[config.mk]
export PLATFORM = sky130hd
export DESIGN_NAME = montgomery_modular_exponentiation
export DESIGN_NICKNAME = d
export VERILOG_FILES = /design/src/sv/mme_pkg.sv /design/src/sv/mme_mul.sv /design/src/sv/montgomery_modular_exponentiation.sv
export VERILOG_INCLUDE_DIRS = /design/src /design/src/sv
export SDC_FILE = /design/constraint.sdc
export NUM_CORES = 2
export LEC_CHECK = 0
export ABC_CLOCK_PERIOD_IN_PS = 13200
export BUFFER_PORTS_ARGS = -buffer_cell sky130_fd_sc_hd__buf_2
export CORE_MARGIN = 2
export CORE_UTILIZATION = 52
export DETAILED_ROUTE_END_ITERATION = 6
export PLACE_DENSITY = 0.69
export SYNTH_ARGS = -nofsm -noshare
export SYNTH_HDL_FRONTEND = slang
export SYNTH_SLANG_ARGS = --single-unit
[constraint.sdc]
create_clock -name clk -period 13.2 [get_ports clk]
set_clock_uncertainty 0.2 [all_clocks]
set_input_delay 1.98 -clock clk [delete_from_list [all_inputs] [get_ports clk]]
set_output_delay 1.98 -clock clk [all_outputs]
set_load 0.005 [all_outputs]
[src/sv/montgomery_modular_exponentiation_assert.svh]
// assertion macros for the montgomery exponentiation block
// the using module provides clk and rst_n
`ifndef MONTGOMERY_MODULAR_EXPONENTIATION_ASSERT_SVH
`define MONTGOMERY_MODULAR_EXPONENTIATION_ASSERT_SVH

`ifndef ASSERT_OFF
`define ASSERT_PROP(lbl, prop) \
    lbl: assert property (@(posedge clk) disable iff (!rst_n) prop) \
        else $error("assertion failed");
`define ASSERT_NEVER(lbl, cond) \
    lbl: assert property (@(posedge clk) disable iff (!rst_n) !(cond)) \
        else $error("forbidden condition seen");
`else
`define ASSERT_PROP(lbl, prop)
`define ASSERT_NEVER(lbl, cond)
`endif

`endif

[src/sv/mme_pkg.sv]
`default_nettype none

package mme_pkg;

    // sequencer states
    typedef enum logic [4:0] {
        S_IDLE,
        S_CHECK,
        S_BITLEN,
        S_WORDS,
        S_INV_A,
        S_INV_B,
        S_INV_C,
        S_DIV,
        S_DBL_A,
        S_DBL_X,
        S_MONT_INIT,
        M_XY,
        M_MN,
        M_TAIL,
        M_W1,
        M_Q,
        M_Q2,
        M_W2,
        M_SH,
        M_W3,
        M_HI,
        M_SUB,
        M_SEL,
        S_EXP_NEXT
    } state_t;

    // which montgomery product is running
    typedef enum logic [1:0] {
        OP_SQR,
        OP_MULA,
        OP_FINAL
    } op_t;

    // newton steps for the inverse of the modulus mod 2^w
    localparam int NEWTON_STEPS = 6;

endpackage

`default_nettype wire

[src/sv/mme_mul.sv]
`default_nettype none

module mme_mul #(
    parameter int WORD_BITS = 16
) (
    input  wire logic                     clk,
    input  wire logic [WORD_BITS-1:0]     a,
    input  wire logic [WORD_BITS-1:0]     b,
    output logic      [2*WORD_BITS-1:0]   prod
);

    logic [2*WORD_BITS-1:0] prod_reg;

    // registered word multiplier
    always_ff @(posedge clk)
    begin
        prod_reg <= (2*WORD_BITS)'(a) * (2*WORD_BITS)'(b);
    end

    assign prod = prod_reg;

endmodule

`default_nettype wire

[src/sv/montgomery_modular_exponentiation.sv]
`default_nettype none
// montgomery modular exponentiation: result = base^exponent mod modulus
// command port: a word is taken at a clock edge where start is high and busy
// is low. busy stays high until the result is out. done is high for exactly
// one cycle with result and bad_modulus valid; the receiver cannot stall, so
// the word must be taken in that cycle.
// an even modulus or one below 3 gives bad_modulus = 1 and result = 0, with
// done registered from the S_CHECK state that the accepting edge enters.
// otherwise the run goes through these steps: bit length, n' by newton,
// base mod n bit-serial, two domain conversions by doubling, then k
// squarings, one product per set bit among the low k exponent bits and
// one final product. the single registered word multiplier is shared by
// the newton steps and the montgomery products, which work on
// s = ceil(k/WORD_BITS) words.
// one item at a time; rst_n clears the sequencer to idle, no results pending.
`include "montgomery_modular_exponentiation_assert.svh"

module montgomery_modular_exponentiation
    import mme_pkg::*;
#(
    parameter int MOD_BITS  = 64,
    parameter int WORD_BITS = 16
) (
    input  wire logic        clk,
    input  wire logic        rst_n,
    input  wire logic        start,
    output logic             busy,
    output logic             done,
    input  wire logic [63:0] base,
    input  wire logic [63:0] exponent,
    input  wire logic [63:0] modulus,
    output logic      [63:0] result,
    output logic             bad_modulus
);

    localparam int NW   = (MOD_BITS + WORD_BITS - 1) / WORD_BITS;
    localparam int VB   = NW * WORD_BITS;
    localparam int CW   = $clog2(2 * NW + 1);
    localparam int IW   = $clog2(NW + 1);
    localparam int KW   = $clog2(MOD_BITS + 1);
    localparam int KBW  = $clog2(MOD_BITS);
    localparam int CNTW = $clog2(MOD_BITS + WORD_BITS + 65);
    localparam int AW   = 2 * WORD_BITS + 9;
    localparam int W    = WORD_BITS;

    state_t                 state_reg, state_next;
    op_t                    op_reg, op_next;
    logic [MOD_BITS-1:0]    n_reg, n_next;
    logic [63:0]            e_reg, e_next;
    logic [63:0]            base_reg, base_next;
    logic [KW-1:0]          k_reg, k_next;
    logic [IW-1:0]          s_reg, s_next;
    logic [CNTW-1:0]        t_reg, t_next;
    logic [CNTW-1:0]        cnt_reg, cnt_next;
    logic [W-1:0]           inv_reg, inv_next;
    logic [W-1:0]           nprime_reg, nprime_next;
    logic [MOD_BITS:0]      r_reg, r_next;
    logic [VB-1:0]          abar_reg, abar_next;
    logic [VB-1:0]          x_reg, x_next;
    logic [VB-1:0]          m_reg, m_next;
    logic [VB-1:0]          d_reg, d_next;
    logic [CW-1:0]          i_reg, i_next;
    logic [CW-1:0]          j_reg, j_next;
    logic [AW-1:0]          acc_reg, acc_next;
    logic                   pend_reg, pend_next;
    logic                   borrow_reg, borrow_next;
    logic [KBW-1:0]         ei_reg, ei_next;
    logic [63:0]            result_reg, result_next;
    logic                   bad_reg, bad_next;
    logic                   done_reg, done_next;

    logic [W-1:0]           mul_a, mul_b;
    logic [2*W-1:0]         prod;
    logic [VB-1:0]          nvec, yvec;
    logic [CW-1:0]          s_c, ip1, jlo_ip1, jhi;
    logic [MOD_BITS:0]      r_dbl, r_div;
    logic [W:0]             sub_w;
    logic [W-1:0]           mw;

    function automatic logic [W-1:0] word_at(input logic [VB-1:0] v,
                                             input logic [CW-1:0] idx);
        return v[idx*W +: W];
    endfunction

    // shared word multiplier
    mme_mul #(.WORD_BITS(WORD_BITS)) u_mul (
        .clk  (clk),
        .a    (mul_a),
        .b    (mul_b),
        .prod (prod)
    );

    // operand views and column limits
    always_comb
    begin
        nvec = VB'(n_reg);
        case (op_reg)
            OP_SQR:   yvec = x_reg;
            OP_MULA:  yvec = abar_reg;
            OP_FINAL: yvec = VB'(1);
            default:  yvec = x_reg;
        endcase
        s_c     = CW'(s_reg);
        ip1     = i_reg + CW'(1);
        jlo_ip1 = (ip1 < s_c) ? '0 : ip1 - s_c + CW'(1);
        jhi     = (i_reg < s_c) ? i_reg : s_c;
        r_dbl   = {r_reg[MOD_BITS-1:0], 1'b0};
        if (r_dbl >= {1'b0, n_reg})
        begin
            r_dbl = r_dbl - {1'b0, n_reg};
        end
        r_div   = {r_reg[MOD_BITS-1:0], base_reg[63]};
        if (r_div >= {1'b0, n_reg})
        begin
            r_div = r_div - {1'b0, n_reg};
        end
        mw      = word_at(m_reg, j_reg);
        sub_w   = {1'b0, word_at(nvec, j_reg)} + (W+1)'(borrow_reg);
    end

    // state and datapath registers
    always_ff @(posedge clk or negedge rst_n)
    begin
        if (!rst_n)
        begin
            state_reg <= S_IDLE;
            done_reg  <= 1'b0;
            pend_reg  <= 1'b0;
        end
        else
        begin
            state_reg <= state_next;
            done_reg  <= done_next;
            pend_reg  <= pend_next;
        end
    end

    always_ff @(posedge clk)
    begin
        op_reg     <= op_next;
        n_reg      <= n_next;
        e_reg      <= e_next;
        base_reg   <= base_next;
        k_reg      <= k_next;
        s_reg      <= s_next;
        t_reg      <= t_next;
        cnt_reg    <= cnt_next;
        inv_reg    <= inv_next;
        nprime_reg <= nprime_next;
        r_reg      <= r_next;
        abar_reg   <= abar_next;
        x_reg      <= x_next;
        m_reg      <= m_next;
        d_reg      <= d_next;
        i_reg      <= i_next;
        j_reg      <= j_next;
        acc_reg    <= acc_next;
        borrow_reg <= borrow_next;
        ei_reg     <= ei_next;
        result_reg <= result_next;
        bad_reg    <= bad_next;
    end

    // sequencer
    always_comb
    begin
        state_next  = state_reg;
        op_next     = op_reg;
        n_next      = n_reg;
        e_next      = e_reg;
        base_next   = base_reg;
        k_next      = k_reg;
        s_next      = s_reg;
        t_next      = t_reg;
        cnt_next    = cnt_reg;
        inv_next    = inv_reg;
        nprime_next = nprime_reg;
        r_next      = r_reg;
        abar_next   = abar_reg;
        x_next      = x_reg;
        m_next      = m_reg;
        d_next      = d_reg;
        i_next      = i_reg;
        j_next      = j_reg;
        acc_next    = pend_reg ? acc_reg + AW'(prod) : acc_reg;
        borrow_next = borrow_reg;
        ei_next     = ei_reg;
        result_next = result_reg;
        bad_next    = bad_reg;
        done_next   = 1'b0;
        pend_next   = 1'b0;
        mul_a       = '0;
        mul_b       = '0;

        case (state_reg)
            S_IDLE:
            begin
                if (start)
                begin
                    n_next     = modulus[MOD_BITS-1:0];
                    e_next     = exponent;
                    base_next  = base;
                    state_next = S_CHECK;
                end
            end

            // reject even or tiny modulus
            S_CHECK:
            begin
                if (!n_reg[0] || n_reg < MOD_BITS'(3))
                begin
                    result_next = '0;
                    bad_next    = 1'b1;
                    done_next   = 1'b1;
                    state_next  = S_IDLE;
                end
                else
                begin
                    k_next     = KW'(MOD_BITS);
                    state_next = S_BITLEN;
                end
            end

            // bit length, one bit per cycle from the top
            S_BITLEN:
            begin
                if (!n_reg[KBW'(k_reg - KW'(1))])
                begin
                    k_next = k_reg - KW'(1);
                end
                else
                begin
                    t_next     = '0;
                    s_next     = '0;
                    state_next = S_WORDS;
                end
            end

            // word count s = ceil(k / w), t = s * w
            S_WORDS:
            begin
                if (t_reg < CNTW'(k_reg))
                begin
                    t_next = t_reg + CNTW'(W);
                    s_next = s_reg + IW'(1);
                end
                else
                begin
                    inv_next   = W'(1);
                    cnt_next   = '0;
                    state_next = S_INV_A;
                end
            end

            // newton iteration for n^-1 mod 2^w
            S_INV_A:
            begin
                mul_a      = nvec[W-1:0];
                mul_b      = inv_reg;
                state_next = S_INV_B;
            end

            S_INV_B:
            begin
                mul_a      = inv_reg;
                mul_b      = W'(2) - prod[W-1:0];
                state_next = S_INV_C;
            end

            S_INV_C:
            begin
                inv_next = prod[W-1:0];
                cnt_next = cnt_reg + CNTW'(1);
                if (cnt_reg == CNTW'(NEWTON_STEPS - 1))
                begin
                    nprime_next = W'(0) - prod[W-1:0];
                    cnt_next    = '0;
                    r_next      = '0;
                    state_next  = S_DIV;
                end
                else
                begin
                    state_next = S_INV_A;
                end
            end

            // base mod n, restoring, one bit per cycle
            S_DIV:
            begin
                r_next    = r_div;
                base_next = {base_reg[62:0], 1'b0};
                cnt_next  = cnt_reg + CNTW'(1);
                if (cnt_reg == CNTW'(63))
                begin
                    cnt_next   = '0;
                    state_next = S_DBL_A;
                end
            end

            // a * R mod n by doubling
            S_DBL_A:
            begin
                if (cnt_reg == t_reg)
                begin
                    abar_next  = VB'(r_reg[MOD_BITS-1:0]);
                    r_next     = (MOD_BITS+1)'(1);
                    cnt_next   = '0;
                    state_next = S_DBL_X;
                end
                else
                begin
                    r_next   = r_dbl;
                    cnt_next = cnt_reg + CNTW'(1);
                end
            end

            // R mod n by doubling
            S_DBL_X:
            begin
                if (cnt_reg == t_reg)
                begin
                    x_next     = VB'(r_reg[MOD_BITS-1:0]);
                    ei_next    = KBW'(k_reg - KW'(1));
                    op_next    = OP_SQR;
                    state_next = S_MONT_INIT;
                end
                else
                begin
                    r_next   = r_dbl;
                    cnt_next = cnt_reg + CNTW'(1);
                end
            end

            // montgomery product setup
            S_MONT_INIT:
            begin
                acc_next   = '0;
                i_next     = '0;
                j_next     = '0;
                m_next     = '0;
                d_next     = '0;
                state_next = M_XY;
            end

            // column inner loop: x*y term
            M_XY:
            begin
                if (j_reg < jhi)
                begin
                    mul_a      = word_at(x_reg, j_reg);
                    mul_b      = word_at(yvec, i_reg - j_reg);
                    pend_next  = 1'b1;
                    state_next = M_MN;
                end
                else
                begin
                    state_next = M_TAIL;
                end
            end

            // column inner loop: m*n term
            M_MN:
            begin
                mul_a      = mw;
                mul_b      = word_at(nvec, i_reg - j_reg);
                pend_next  = 1'b1;
                j_next     = j_reg + CW'(1);
                state_next = M_XY;
            end

            M_TAIL:
            begin
                if (i_reg < s_c)
                begin
                    mul_a      = word_at(x_reg, i_reg);
                    mul_b      = yvec[W-1:0];
                    pend_next  = 1'b1;
                    state_next = M_W1;
                end
                else
                begin
                    state_next = M_W3;
                end
            end

            M_W1:
            begin
                state_next = M_Q;
            end

            // quotient word m[i] = acc * n'
            M_Q:
            begin
                mul_a      = acc_reg[W-1:0];
                mul_b      = nprime_reg;
                state_next = M_Q2;
            end

            M_Q2:
            begin
                m_next[i_reg*W +: W] = prod[W-1:0];
                mul_a      = prod[W-1:0];
                mul_b      = nvec[W-1:0];
                pend_next  = 1'b1;
                state_next = M_W2;
            end

            M_W2:
            begin
                state_next = M_SH;
            end

            M_SH:
            begin
                acc_next   = acc_reg >> W;
                i_next     = ip1;
                j_next     = jlo_ip1;
                state_next = M_XY;
            end

            M_W3:
            begin
                state_next = M_HI;
            end

            // upper columns give the result words
            M_HI:
            begin
                m_next[(i_reg - s_c)*W +: W] = acc_reg[W-1:0];
                acc_next = acc_reg >> W;
                if (ip1 == (s_c << 1))
                begin
                    j_next      = '0;
                    borrow_next = 1'b0;
                    state_next  = M_SUB;
                end
                else
                begin
                    i_next     = ip1;
                    j_next     = jlo_ip1;
                    state_next = M_XY;
                end
            end

            // word-serial trial subtraction of n
            M_SUB:
            begin
                if (j_reg < s_c)
                begin
                    d_next[j_reg*W +: W] = mw - sub_w[W-1:0];
                    borrow_next = ({1'b0, mw} < sub_w);
                    j_next      = j_reg + CW'(1);
                end
                else
                begin
                    state_next = M_SEL;
                end
            end

            M_SEL:
            begin
                x_next     = (acc_reg == '0 && borrow_reg) ? m_reg : d_reg;
                state_next = S_EXP_NEXT;
            end

            // square-and-multiply control
            S_EXP_NEXT:
            begin
                state_next = S_MONT_INIT;
                if (op_reg == OP_FINAL)
                begin
                    result_next = 64'(x_reg);
                    bad_next    = 1'b0;
                    done_next   = 1'b1;
                    state_next  = S_IDLE;
                end
                else if (op_reg == OP_SQR && e_reg[ei_reg])
                begin
                    op_next = OP_MULA;
                end
                else if (ei_reg == '0)
                begin
                    op_next = OP_FINAL;
                end
                else
                begin
                    ei_next = ei_reg - KBW'(1);
                    op_next = OP_SQR;
                end
            end

            default:
            begin
                state_next = S_IDLE;
            end
        endcase
    end

    assign busy        = (state_reg != S_IDLE);
    assign done        = done_reg;
    assign result      = result_reg;
    assign bad_modulus = bad_reg;

    `ASSERT_PROP(a_done_pulse, done |=> !done)
    `ASSERT_PROP(a_bad_zero, done && bad_modulus |-> result == 64'd0)
    `ASSERT_PROP(a_accept_busy, start && !busy |=> busy)
    `ASSERT_NEVER(a_done_busy, done && busy)

endmodule

`default_nettype wire

Word-level counts from Yosys, hierarchy flattened
Index checks and enable logic that the tools add are counted.
- memories: 0
- memory bits (writable): 0
- bits in read-only memories: 0
- input port bits: 195
- output and inout port bits: 67
- flip-flop bits (word level): 732
- logic and storage cells: 258
- bits in latches: 0
- order comparisons: 11
- multipliers: 1
- div/mod/pow operators: 0
- reduce and logical (&&, ||, !) cells: 45
- shift operators: 12
- bitwise logic cells: 0
- add/sub/neg operators: 21
- mux-type cells: 93
- equal/unequal tests: 49
- operators by type and width (kind ; number):
    2-to-1 mux 64 bit ; 11
    case mux 64 bit (2 select lines) ; 5
    indexed part select 64 x 9 -> 16 bit ; 6
    case mux 64 bit (4 select lines) ; 1
    case mux 16 bit (7 select lines) ; 2
    bitwise mux 64 bit ; 3
    case mux 64 bit (3 select lines) ; 1
    variable shift 16 x 34 -> 64 bit, first input constant ; 3
    indexed part select 16 x 34 -> 64 bit ; 3
    >= comparator 65 x 64 -> 1 bit ; 2
    subtractor 64 bit ; 2
    case mux 5 bit (22 select lines) ; 1
    case mux 41 bit (2 select lines) ; 1
    2-to-1 mux 16 bit ; 5
    negator 8 -> 34 bit ; 2
    less-than comparator 64 x 2 -> 1 bit, second input constant ; 1
    2-to-1 mux 8 bit ; 7
    2-to-1 mux 5 bit ; 9
    adder 41 x 32 -> 41 bit ; 1
    zero test 41 bit ; 1
    2-to-1 mux 41 bit ; 1
    == test 5 x 4 -> 1 bit, second input constant ; 8
    == test 5 bit, second input constant ; 8
    inequality test 2 bit, second input constant ; 20
    other kinds (63) ; 128

Longest topological paths before layout
- depth after elaboration: 7
- gate-level depth with buffers: 40
- mapped depth without buffers: 37

Cells and area by module
Synthesis repeated with hierarchy kept, for this count alone.
- cells, all modules: 5593
- area, all modules: 55435.7 um^2
- by module, submodules not included (module ; seq. area each (um^2) ; instances ; cells an instance ; area each (um^2)):
    montgomery_modular_exponentiation ; 20865.0 ; 1 ; 4548 ; 46136.7
    mme_mul ; 640.6 ; 1 ; 1045 ; 9298.9

Worst setup path after synthesis
No wires, ideal clock.
- kind: register to register
- start point: reg i_reg[1]
- end point: reg u_mul.prod_reg[31], in the netlist u_mul.prod[31]
- path slack: 3.702 ns
- cell stages (with the launch flop): 33
- data required time: 12.882 ns
- clock period less this slack: 9.498 ns
- path buffers: 5
- arrival time: 9.180 ns
- setup time: 0.118 ns
- path through: edfxtp_1 -> clkbuf_1 -> clkbuf_1 -> inv_1 -> fa_1 -> clkbuf_1 -> clkbuf_1 -> mux4_2 -> a221oi_1 -> o21a_1 -> clkbuf_1 -> nor2_1 -> fa_1 -> inv_1 -> fa_1 -> fa_1 -> fa_1 -> inv_1 -> fa_1 -> inv_1 -> fa_1 -> inv_1 -> ha_1 -> a21o_1 -> a21oi_1 -> and3_1 -> a221oi_1 -> o41ai_1 -> o21ai_0 -> o21a_1 -> o21ai_0 -> a31o_2 -> xnor2_1
- longest elaborated chain between the ends: 6
- elaborated cells on any way between the ends: 14
- classes of those cells: add/sub: 1; mul: 1; order compare: 2; shift: 3; mux: 7
- ends and longest elaborated chain (item ; RTL line ; source):
    start: declaration ; montgomery_modular_exponentiation.sv:62 ; logic [CW-1:0] i_reg, i_next;
    start signal: assignment ; montgomery_modular_exponentiation.sv:155 ; i_reg <= i_next;
    branches (longest 5 deep; another with subtractor 4 bit) ; n/a ;
    multiplier 16 x 16 -> 32 bit (*) ; mme_mul.sv:17 ; prod_reg <= (2*WORD_BITS)'(a) * (2*WORD_BITS)'(b);
    end signal: assignment ; mme_mul.sv:17 ;
    end: declaration ; mme_mul.sv:12 ; logic [2*WORD_BITS-1:0] prod_reg;
Mark *: on every way between the ends.
A chain may end at the register's enable or synchronous reset.

Worst setup path after layout
- start point: reg s_reg[1]
- end point: reg u_mul.prod_reg[31], in the netlist u_mul.prod[31]
- longest elaborated chain between the ends: 6
- elaborated cells on any way between the ends: 10
- classes of those cells: mul: 1; order compare: 2; mux: 7
- ends and longest elaborated chain (item ; RTL line ; source):
    start: declaration ; montgomery_modular_exponentiation.sv:52 ; logic [IW-1:0] s_reg, s_next;
    start signal: assignment ; montgomery_modular_exponentiation.sv:145 ; s_reg <= s_next;
    less-than comparator 4 x 3 -> 1 bit ; montgomery_modular_exponentiation.sv:106, montgomery_modular_exponentiation.sv:373 ;
    2-to-1 mux 4 bit ; montgomery_modular_exponentiation.sv:106 ; jhi = (i_reg < s_c) ? i_reg : s_c;
    less-than comparator 4 bit ; montgomery_modular_exponentiation.sv:348 ; if (j_reg < jhi)
    2-to-1 mux 16 bit ; montgomery_modular_exponentiation.sv:348 ;
    case mux 16 bit (7 select lines) ; montgomery_modular_exponentiation.sv:195 ; case (state_reg)
    multiplier 16 x 16 -> 32 bit (*) ; mme_mul.sv:17 ;
Mark *: on every way between the ends. The rest lies on a longest branch, timed or not.

==> run summary <==
Slew @ Worst Pin -> 1394 ps
Tmin final -> 11020 ps
CTS tree -> yes
worst path arrival time -> 11420 ps
Inst Count DP -> 6898
Hold Buf Count CTS -> 0
synthesis-to-layout area growth -> 9.520%
Layout Nets -> 6256
die width -> 331.0 um
Clock Tree Buf Depth -> 3
Critical Path RT -> 13600 ps
largest net degree at the start of global routing -> 109
syn_nets -> 6132
final WL -> 229100 um
WHS -> 339.0 ps
Hold WC Path Type -> reg -> reg
fmax -> 90.75 MHz
max-slew violations -> 0
initial antenna violation count -> 13
Post-Synth Simple-Gate Area -> 0.1403
post-synthesis sequential area ratio -> 0.3867
grt ovf -> 0
DRT iter0 DRCs -> 7448
Chip Height -> 331.0 um
Crit Path Max Fanout -> 16
mux cell area share after synthesis -> 0.1091
delay-heaviest family, CP -> compound AO/OA/AOI/OAI gates
clk slew on worst S/H paths -> 60 ps
die area -> 109600 sq um
post-synthesis compound-gate area fraction -> 0.1440
fill cell count -> 9217
Synth Area in XOR/XNOR -> 0.03364
Antenna Nets Post-Route -> 0
synth top area cells -> edfxtp_1 37%, fa_1 7.2%, ha_1 6.0%
via count -> 47737
DR pass1 iterations -> 7
setup ws final -> 2180 ps
final setup violation count -> 0
Initial Util -> 0.5260
largest family of logic cells by synthesized area -> compound AO/OA/AOI/OAI gates
Rows -> 119
Slowest-stage cell, CP -> o2111ai_2
DP Worst Slack -> 2503 ps
ys async rst share -> 0.009615
Port Buffers -> 261
Final Cycle Share -> 0.8348
Synth Area in Adders -> 0.1324
CP startpoint kind -> flip-flop
Post-Synthesis Cells -> 5469
Fin. Hold Viols -> 0
maxcap violations -> 0
Post-DP HPWL -> 175900 um
# H-tree levels -> 3
most common flop cell mapped by yosys -> edfxtp_1
GRT Total Usage -> 0.4145
Setup CP Type -> reg -> reg
vias in the first global route -> 44723
Synth top cells by count -> 689 x edfxtp_1, 498 x nor2_1, 473 x nand2_1
accumulated negative setup slack -> 0 ps
drt wl/cell -> 32.46 um
Avg Vias per Cell -> 6.764
Avg Inst Size Synth -> 10.17 sq um
max incr delay on CP -> 780 ps
endpoint class of the critical path -> flip-flop
final instance area -> 60900 sq um
post-synth cell types -> 99
most frequent cell after synthesis -> edfxtp_1
global-route wire length before repair -> 322700 um
Core Area -> 105700 sq um
clk root buf -> clkbuf_16
DRC violations left -> 27
Ports -> 262
failing checks -> design-rule violations
Pwr Density -> 214.4 nW/um^2
area share of the largest cell type after synthesis -> 0.3721
post-cts sizing count -> 0
Post-DP Area -> 58180 sq um
GP Congestion -> 1.137
total CTS buffers -> 84
RSZ-0062 raised after global routing -> false
Post-synth EDFFs -> 689
synthesis warning total -> 0
Non-Filler Instances -> 7057
synthesized cell area -> 55610 sq um
latest clock arrival within the worst-skew pair -> 700 ps
status -> complete, but fails checks
Worst Path Buf+Inv -> 6
CTS sink cnt -> 728
#FFs+latches synth -> 728
largest area contributor in the netlist -> edfxtp_1
Peak VDD IR -> 141.2 uV
share of cells above drive strength 1 -> 0.1389
setup bufs post-CTS -> 0
Slew Limit Headroom -> 0.06335
P_leak -> 23.96 nW
-- stage by stage --
| step | power, mW | util |
|---|---|---|
| after floorplan | 7.949 | - |
| after global placement | 10.33 | 0.5503 |
| after detailed placement | 10.37 | 0.5503 |
| after CTS | 12.73 | 0.5759 |
| after global routing | 13.47 | 0.5760 |
| final | 13.06 | 0.5761 |
-- final cells by class --
class | count | area [sq um] | share of cell area
flip-flops and latches | 728 | 21510 | 0.3531
repair buffers | 361 | 2057 | 0.03377
clock buffers | 101 | 2206 | 0.03622
multi-input cells | 4012 | 31350 | 0.5147
inverters | 406 | 1526 | 0.02506
diodes | 8 | 20.02 | 0.0003287
well taps | 1391 | 1740 | 0.02858
clock inverters | 50 | 499.2 | 0.008197
-- power breakdown --
part	internal (mW)	switching [mW]
Combinational	2.21	4.40
Sequential	3.27	0.814
Clock	1.32	1.04
-- per-layer routing --
layer | part of all wire | GRT usage | vias up
met5 | 0.00023 | 0 | -
met3 | 0.14 | 0.1439 | 647
met2 | 0.41 | 0.5879 | 3552
met4 | 0.061 | 0.2057 | 8
li1 | - | - | 20179
met1 | 0.38 | 0.5640 | 23351
-- cells by family after synthesis --
family | after synthesis
and+or+nand+nor | 1651
AOI/OAI and AO/OA | 1233
buffers and inverters | 729
DFF | 728
adders and majority gates | 468
muxes | 447
xor gates and xnor gates | 212
other | 1
-- cell usage in the layout, fill, tap and decap left out, types with 23 or more instances in the layout --
cell / n
nor3_1: 48
nand2_1: 469
nand2b_1: 39
mux2i_1: 261
mux2_2: 65
nand4_1: 69
a21oi_1: 396
fa_1: 200
dfxtp_1: 32
edfxtp_1: 689
buf_4: 100
and3_1: 53
and2_1: 126
xnor2_1: 135
nor2b_1: 102
nor4_1: 44
o21ai_0: 209
clkbuf_16: 84
o211ai_1: 23
a22oi_1: 49
xor2_1: 74
buf_2: 261
a21boi_0: 23
a31oi_1: 43
ha_1: 265
nand3_1: 107
a21o_1: 46
mux4_2: 121
nor2_1: 493
o21a_1: 30
o21bai_1: 50
inv_1: 402
o22ai_1: 118
-- path summary, 6_finish.rpt --
check / from / to / slack (ps) / depth (start not counted)
worst max-delay path: s_reg[1] / u_mul.prod[31] / 2180 / 36
worst min-delay path: r_reg[62] / abar_reg[62] / 340 / 0
worst max register to register: s_reg[1] / u_mul.prod[31] / 2180 / 36
worst min register to register: r_reg[62] / abar_reg[62] / 340 / 0
max in group asynchronous: rst_n / done / 11510 / 1
min in group asynchronous: rst_n / state_reg[4] / 1000 / 1
No activity file was read; power rests on OpenSTA's default activity.
